### src/udpc_pkg.sv
package udpc_pkg;

    localparam int CFG_INDEX_W = 1;
    localparam logic [CFG_INDEX_W-1:0] CFG_LOCAL_ADDRESS = 1'b0;
    localparam logic [CFG_INDEX_W-1:0] CFG_LOCAL_PORT    = 1'b1;

    localparam logic [15:0] ETH_TYPE_IP        = 16'h0800;
    localparam logic [7:0]  IP_VER_HLEN        = 8'h45;
    localparam logic [7:0]  IP_PROTO_UDP       = 8'd17;
    localparam logic [15:0] FRAGMENT_MASK      = 16'h3FFF;
    localparam logic [15:0] SUM_ALL_ONES       = 16'hFFFF;
    localparam logic [15:0] POSITION_SATURATED = 16'hFFFF;

    localparam logic [3:0] RSN_OK          = 4'd0;
    localparam logic [3:0] RSN_SHORT       = 4'd1;
    localparam logic [3:0] RSN_ETHERTYPE   = 4'd2;
    localparam logic [3:0] RSN_VERSION     = 4'd3;
    localparam logic [3:0] RSN_PROTOCOL    = 4'd4;
    localparam logic [3:0] RSN_FRAGMENT    = 4'd5;
    localparam logic [3:0] RSN_HEADER_SUM  = 4'd6;
    localparam logic [3:0] RSN_ADDRESS     = 4'd7;
    localparam logic [3:0] RSN_TOTAL_SMALL = 4'd8;
    localparam logic [3:0] RSN_TOTAL_LONG  = 4'd9;
    localparam logic [3:0] RSN_UDP_SMALL   = 4'd10;
    localparam logic [3:0] RSN_UDP_LENGTH  = 4'd11;
    localparam logic [3:0] RSN_PORT        = 4'd12;
    localparam logic [3:0] RSN_UDP_SUM     = 4'd13;

    typedef struct packed {
        logic [7:0] frame_byte;
        logic       last_byte;
    } t_in_beat;

    typedef struct packed {
        logic        accepted;
        logic [3:0]  reject_reason;
        logic [31:0] source_address;
        logic [47:0] source_mac;
        logic [15:0] source_port;
        logic [15:0] data_bytes;
    } t_out_beat;

    // Per-frame parse state; also the snapshot handed to the judge stage.
    typedef struct packed {
        logic [15:0] byte_count;
        logic [15:0] header_sum;
        logic [15:0] datagram_sum;
        logic [7:0]  pending_high;
        logic [15:0] ethertype;
        logic [7:0]  version;
        logic [7:0]  protocol;
        logic [15:0] fragment;
        logic [15:0] ip_total;
        logic [31:0] dest_address;
        logic [31:0] src_address;
        logic [47:0] src_mac;
        logic [15:0] udp_hdr_len;
        logic [15:0] dest_port;
        logic [15:0] src_port;
        logic [15:0] udp_hdr_sum;
    } t_frame_state;

    // One's-complement add with end-around carry.
    function automatic logic [15:0] ones_add(input logic [15:0] a, input logic [15:0] b);
        logic [16:0] s;
        logic [16:0] f;
        s = {1'b0, a} + {1'b0, b};
        f = {1'b0, s[15:0]} + {16'd0, s[16]};
        return f[15:0];
    endfunction

endpackage

### src/udpc_parse.sv
module udpc_parse (
    input  logic                  i_clk,
    input  logic                  i_rst_n,
    input  logic                  i_beat_en,
    input  udpc_pkg::t_in_beat    i_beat,
    input  logic                  i_snap_take,
    output logic                  o_snap_valid,
    output udpc_pkg::t_frame_state o_snap
);
    import udpc_pkg::*;

    t_frame_state r_st, n_st;
    t_frame_state r_snap;
    logic         r_snap_vld;

    logic [15:0] pos;
    logic [7:0]  b;
    logic [16:0] pos_ext;
    logic [16:0] frame_end;
    logic [15:0] word;

    always_comb begin
        pos       = r_st.byte_count;
        b         = i_beat.frame_byte;
        pos_ext   = {1'b0, pos};
        frame_end = 17'd14 + {1'b0, r_st.ip_total};
        word      = {r_st.pending_high, b};
        n_st      = r_st;
        if (pos != POSITION_SATURATED) begin
            // capture header fields
            if (pos >= 16'd6 && pos <= 16'd11) begin
                n_st.src_mac = {r_st.src_mac[39:0], b};
            end else if (pos == 16'd12 || pos == 16'd13) begin
                n_st.ethertype = {r_st.ethertype[7:0], b};
            end else if (pos == 16'd14) begin
                n_st.version = b;
            end else if (pos == 16'd16 || pos == 16'd17) begin
                n_st.ip_total = {r_st.ip_total[7:0], b};
            end else if (pos == 16'd20 || pos == 16'd21) begin
                n_st.fragment = {r_st.fragment[7:0], b};
            end else if (pos == 16'd23) begin
                n_st.protocol = b;
            end else if (pos >= 16'd26 && pos <= 16'd29) begin
                n_st.src_address = {r_st.src_address[23:0], b};
            end else if (pos >= 16'd30 && pos <= 16'd33) begin
                n_st.dest_address = {r_st.dest_address[23:0], b};
            end else if (pos == 16'd34 || pos == 16'd35) begin
                n_st.src_port = {r_st.src_port[7:0], b};
            end else if (pos == 16'd36 || pos == 16'd37) begin
                n_st.dest_port = {r_st.dest_port[7:0], b};
            end else if (pos == 16'd38 || pos == 16'd39) begin
                n_st.udp_hdr_len = {r_st.udp_hdr_len[7:0], b};
            end else if (pos == 16'd40 || pos == 16'd41) begin
                n_st.udp_hdr_sum = {r_st.udp_hdr_sum[7:0], b};
            end

            // running sums; end of datagram uses the total length captured earlier
            if (pos[0] && pos >= 16'd15 && pos <= 16'd33) begin
                n_st.header_sum = ones_add(r_st.header_sum, word);
            end
            if (pos >= 16'd26 && pos <= 16'd33) begin
                if (pos[0]) begin
                    n_st.datagram_sum = ones_add(r_st.datagram_sum, word);
                end
            end else if (pos >= 16'd34 && pos_ext < frame_end) begin
                if (pos[0]) begin
                    n_st.datagram_sum = ones_add(r_st.datagram_sum, word);
                end else if (pos_ext + 17'd1 == frame_end) begin
                    n_st.datagram_sum = ones_add(r_st.datagram_sum, {b, 8'h00});
                end
            end
            if (!pos[0]) begin
                n_st.pending_high = b;
            end
            n_st.byte_count = pos + 16'd1;
        end
    end

    always_ff @(posedge i_clk) begin
        if (!i_rst_n) begin
            r_st       <= '0;
            r_snap_vld <= 1'b0;
        end else begin
            if (i_beat_en) begin
                // clear the frame state after the last beat
                r_st <= i_beat.last_byte ? '0 : n_st;
            end
            if (i_beat_en && i_beat.last_byte) begin
                r_snap_vld <= 1'b1;
            end else if (i_snap_take) begin
                r_snap_vld <= 1'b0;
            end
        end
    end

    always_ff @(posedge i_clk) begin
        if (i_beat_en && i_beat.last_byte) begin
            r_snap <= n_st;
        end
    end

    assign o_snap_valid = r_snap_vld;
    assign o_snap       = r_snap;

endmodule

### config.mk
export PLATFORM = sky130hd
export DESIGN_NAME = udpc_parse
export DESIGN_NICKNAME = d
export VERILOG_FILES = /design/src/udpc_pkg.sv /design/src/udpc_parse.sv
export SDC_FILE = /design/constraint.sdc
export NUM_CORES = 1
export LEC_CHECK = 0
export ABC_CLOCK_PERIOD_IN_PS = 9200
export BUFFER_PORTS_ARGS = -buffer_cell sky130_fd_sc_hd__buf_2
export CORE_ASPECT_RATIO = 1.2
export CORE_MARGIN = 5
export CORE_UTILIZATION = 55
export CTS_CLUSTER_SIZE = 25
export DETAILED_ROUTE_END_ITERATION = 7
export PLACE_DENSITY = 0.74
export SLEW_MARGIN = 20
export SYNTH_ARGS = -nofsm -noshare
export SYNTH_HDL_FRONTEND = slang
export SYNTH_SLANG_ARGS = --single-unit
### constraint.sdc
create_clock -name i_clk -period 9.2 [get_ports i_clk]
set_input_delay 0.92 -clock i_clk [delete_from_list [all_inputs] [get_ports i_clk]]
set_output_delay 0.92 -clock i_clk [all_outputs]
set_load 0.005 [all_outputs]
==> impl_results.md <==
- Die area: 54,600 sq um
- Max Freq: 0.191 GHz
- Worst hold path type: reg2reg
- Max VDD drop: 0.000163 V
- RSZ-0062 raised after global routing: false
- Post-Route Setup TNS: 0 ns
- Final worst slack: 3.96 ns
- DIE WIDTH: 214 um
- Area occupied by multi-input gates: 11,900 sq um
- Routed Antenna Nets: 0
- Design Area, Final: 31,300 sq um
- CTS sink cnt: 593
- WL/cell: 23.0 um
- CP Class: in2reg
- Cell taking the most area after synthesis: edfxtp_1
- Final WL: 77,400 um
- Synth top area share: 32.3%
- Clock Skews: 0.0330 ns
- Placed cell area: 29,400 sq um
- Slew headroom: 26.1%
- Post-DP HPWL: 51,700 um
- Netlist Area Pre-Place: 27,500 sq um
- Top Metal Used: met5
- Hold_buf cts: 0
- Fin nets: 2,757
- Drc violations: 0
- Wl on met1: 31,400 um
- Status: complete, no violations
- CTS Root Cell: clkbuf_16
- Final hold vios: 0
- Core Rows: 89
- CTS tree: yes
- Final setup vio count: 0
- Reg-to-reg slack, setup: 4.47 ns
- Mean cell area of the mapped netlist: 11.2 sq um
- Most used DFF post-synth: dfxtp_1
- Max_cap viols: 0
- Ports: 310
- First-pass GRT wire length: 117,000 um
- Synth Net Count: 2,534
- Period utilization: 56.9%
- Layout cells sized above 1: 25.6%
- Place WS: 3.37 ns
- #FFs+latches synth: 593
- Leak: 12.4 nW
- Fin crit period: 5.24 ns
- Register area: 14,800 sq um
- Grt ovf: 0
- Vias in the first global route: 19,935
- Initial antenna violation count: 2
- Core area: 49,300 sq um
- Clock-pin slew on the worst setup and hold paths: 0.06 ns
- Cells on Worst Hold Path: 2
- Initial DRC count: 1,680
- Synth area leaders: edfxtp_1, dfxtp_1, mux2_2
- Skew-Pair Late Insertion Delay: 0.62 ns
- Sequential-to-total area share from yosys stat: 54.0%
- Setup Buffers After CTS: 0
- Crit start category: input pin
- Routed vias: 20,655
- Syn. warnings: 0
- Starting Density: 55.7%
- Worst Max-Slew Pin Slew: 1.11 ns
- Die Ht: 255 um
- Htree depth: 2
- CP Data Arrival Time: 5.77 ns
- Max Root-Sink Buffers: 3
- Worst reg-to-reg path cell count: 12
- Met3 wire len: 6540 um
- Async SR Flop Fraction: 0%
- Post-synth EDFFs: 296
- Synth Instances: 2,450
- IO Port Bufs: 309
- Post-synth cell types: 90
- Cell Pwr Density: 172 nW/um^2
- Area growth syn-to-layout: 13.7%
- Critical Path End Type: register
- GR Util All Layers: 27.0%
- Largest net degree at the start of global routing: 211
- Post-CTS Resized: 0
- RePlAce Congestion: 0.964
- First-pass detailed-route iteration total: 5
- Core Util, Final: 63.4%
- Vias per cell: 6.15
- CTS buffer count: 55
- CP max FO: 15
- Critical path required time: 9.74 ns
- Met2 routed WL: 36,200 um
- Final Slew Violations: 0
- Fillers: 3,888
[kinds of logic after synthesis]
group	synth area share [%]
AND/OR/NAND/NOR	12.0
flip-flops	54.0
AO/OA/AOI/OAI	14.8
multiplexers	10.4
buffers and inverters	2.87
XOR/XNOR	2.73
adder cells (fa/ha/maj)	3.31
[power breakdown]
part / switching (W) / internal, W / leakage, nW
clock network: 0.000989 / 0.00131 / 0.903
registers: 0.0000189 / 0.00280 / 5.37
logic: 0.000203 / 0.0000660 / 6.18
[through the flow]
stage               instances  power [W]  hold slack (ns)
detailed placement       3252    0.00315            0.477
global route             3357    0.00556            0.538
floorplan                2450    0.00304            0.453
CTS                      3356    0.00543            0.487
global placement         3252    0.00314            0.455
finish                   3358    0.00539            0.481
[worst paths after layout]
path                      from            to
hold / removal    o_snap_valid  o_snap_valid
setup / recovery     i_beat[2]     r_st[279]
setup reg to reg     r_st[181]   o_snap[258]
hold reg to reg   o_snap_valid  o_snap_valid
[cells in the final DEF, fill, tap and decap left out, types with 12 or more instances in the layout]
| cell | netlist | final |
|---|---|---|
| and3_1 | 14 | 14 |
| nor4_1 | 15 | 14 |
| mux2_2 | 246 | 246 |
| a211oi_1 | 12 | 12 |
| xnor2_1 | 46 | 46 |
| nor3_1 | 27 | 27 |
| a22oi_1 | 266 | 266 |
| nand4_1 | 21 | 21 |
| or3_1 | 15 | 15 |
| a21oi_1 | 47 | 47 |
| nor2b_1 | 13 | 12 |
| nand3_1 | 60 | 60 |
| nor2_1 | 346 | 343 |
| clkbuf_1 | 132 | 15 |
| clkbuf_16 | 0 | 56 |
| buf_2 | 13 | 309 |
| buf_4 | 4 | 17 |
| nand2_1 | 104 | 104 |
| edfxtp_1 | 296 | 296 |
| dfxtp_1 | 297 | 297 |
| nand2b_1 | 15 | 15 |
| inv_1 | 33 | 32 |
| xor2_1 | 29 | 29 |
| and2_1 | 14 | 14 |
| ha_1 | 68 | 68 |
| o21a_1 | 16 | 16 |
| a22o_1 | 13 | 13 |
| a21o_1 | 30 | 30 |
| o21ai_0 | 63 | 63 |
[area by class of cell]
type,instances,share of cell area [%]
Timing Repair Buffer,328,5.51
Clock buffer,80,5.06
Clock inverter,24,0.797
Sequential cell,593,47.5
Inverter,36,0.504
Multi-Input combinational cell,1659,38.1
Antenna cell,1,0.00801
Tap cell,637,2.55
[routing by layer]
metal	vias to the layer above	global-route usage, %
li1	9622	-
met1	10174	34.9
met2	699	43.0
met3	158	7.97
met4	2	11.4
met5	-	0
[registers in the layout, indices dropped and copies added (netlist names)]
| signal | cells |
|---|---|
| o_snap | 296 |
| o_snap_valid | 1 |
| pos | 16 |
| r_st | 280 |
[synth_stat cells, drive strengths merged, types with 16 or more instances]
cell type / n
nor3: 28
nor2: 346
dfxtp: 297
xnor2: 46
a21o: 30
or3: 16
o21a: 16
a22oi: 266
buf: 30
o21ai: 68
inv: 35
a21oi: 47
xor2: 29
edfxtp: 296
nand3: 60
nor4: 19
nand4: 23
clkbuf: 132
mux2: 246
ha: 68
nand2: 104
[worst max-delay path, cell delays in order]
cell,delay (ns)
buf_2,0.40
inv_1,0.42
fa_1,0.55
nor2b_1,0.13
o21a_1,0.16
o21a_1,0.23
o31ai_1,0.15
a31oi_1,0.27
a21o_1,0.15
a21o_1,0.10
a21o_1,0.10
a21o_1,0.13
ha_1,0.18
nand3_1,0.12
nand4b_1,0.35
or2_2,0.41
or4_1,0.43
or4_1,0.47
nand3_1,0.09
No activity file was read; power rests on OpenSTA's default activity.
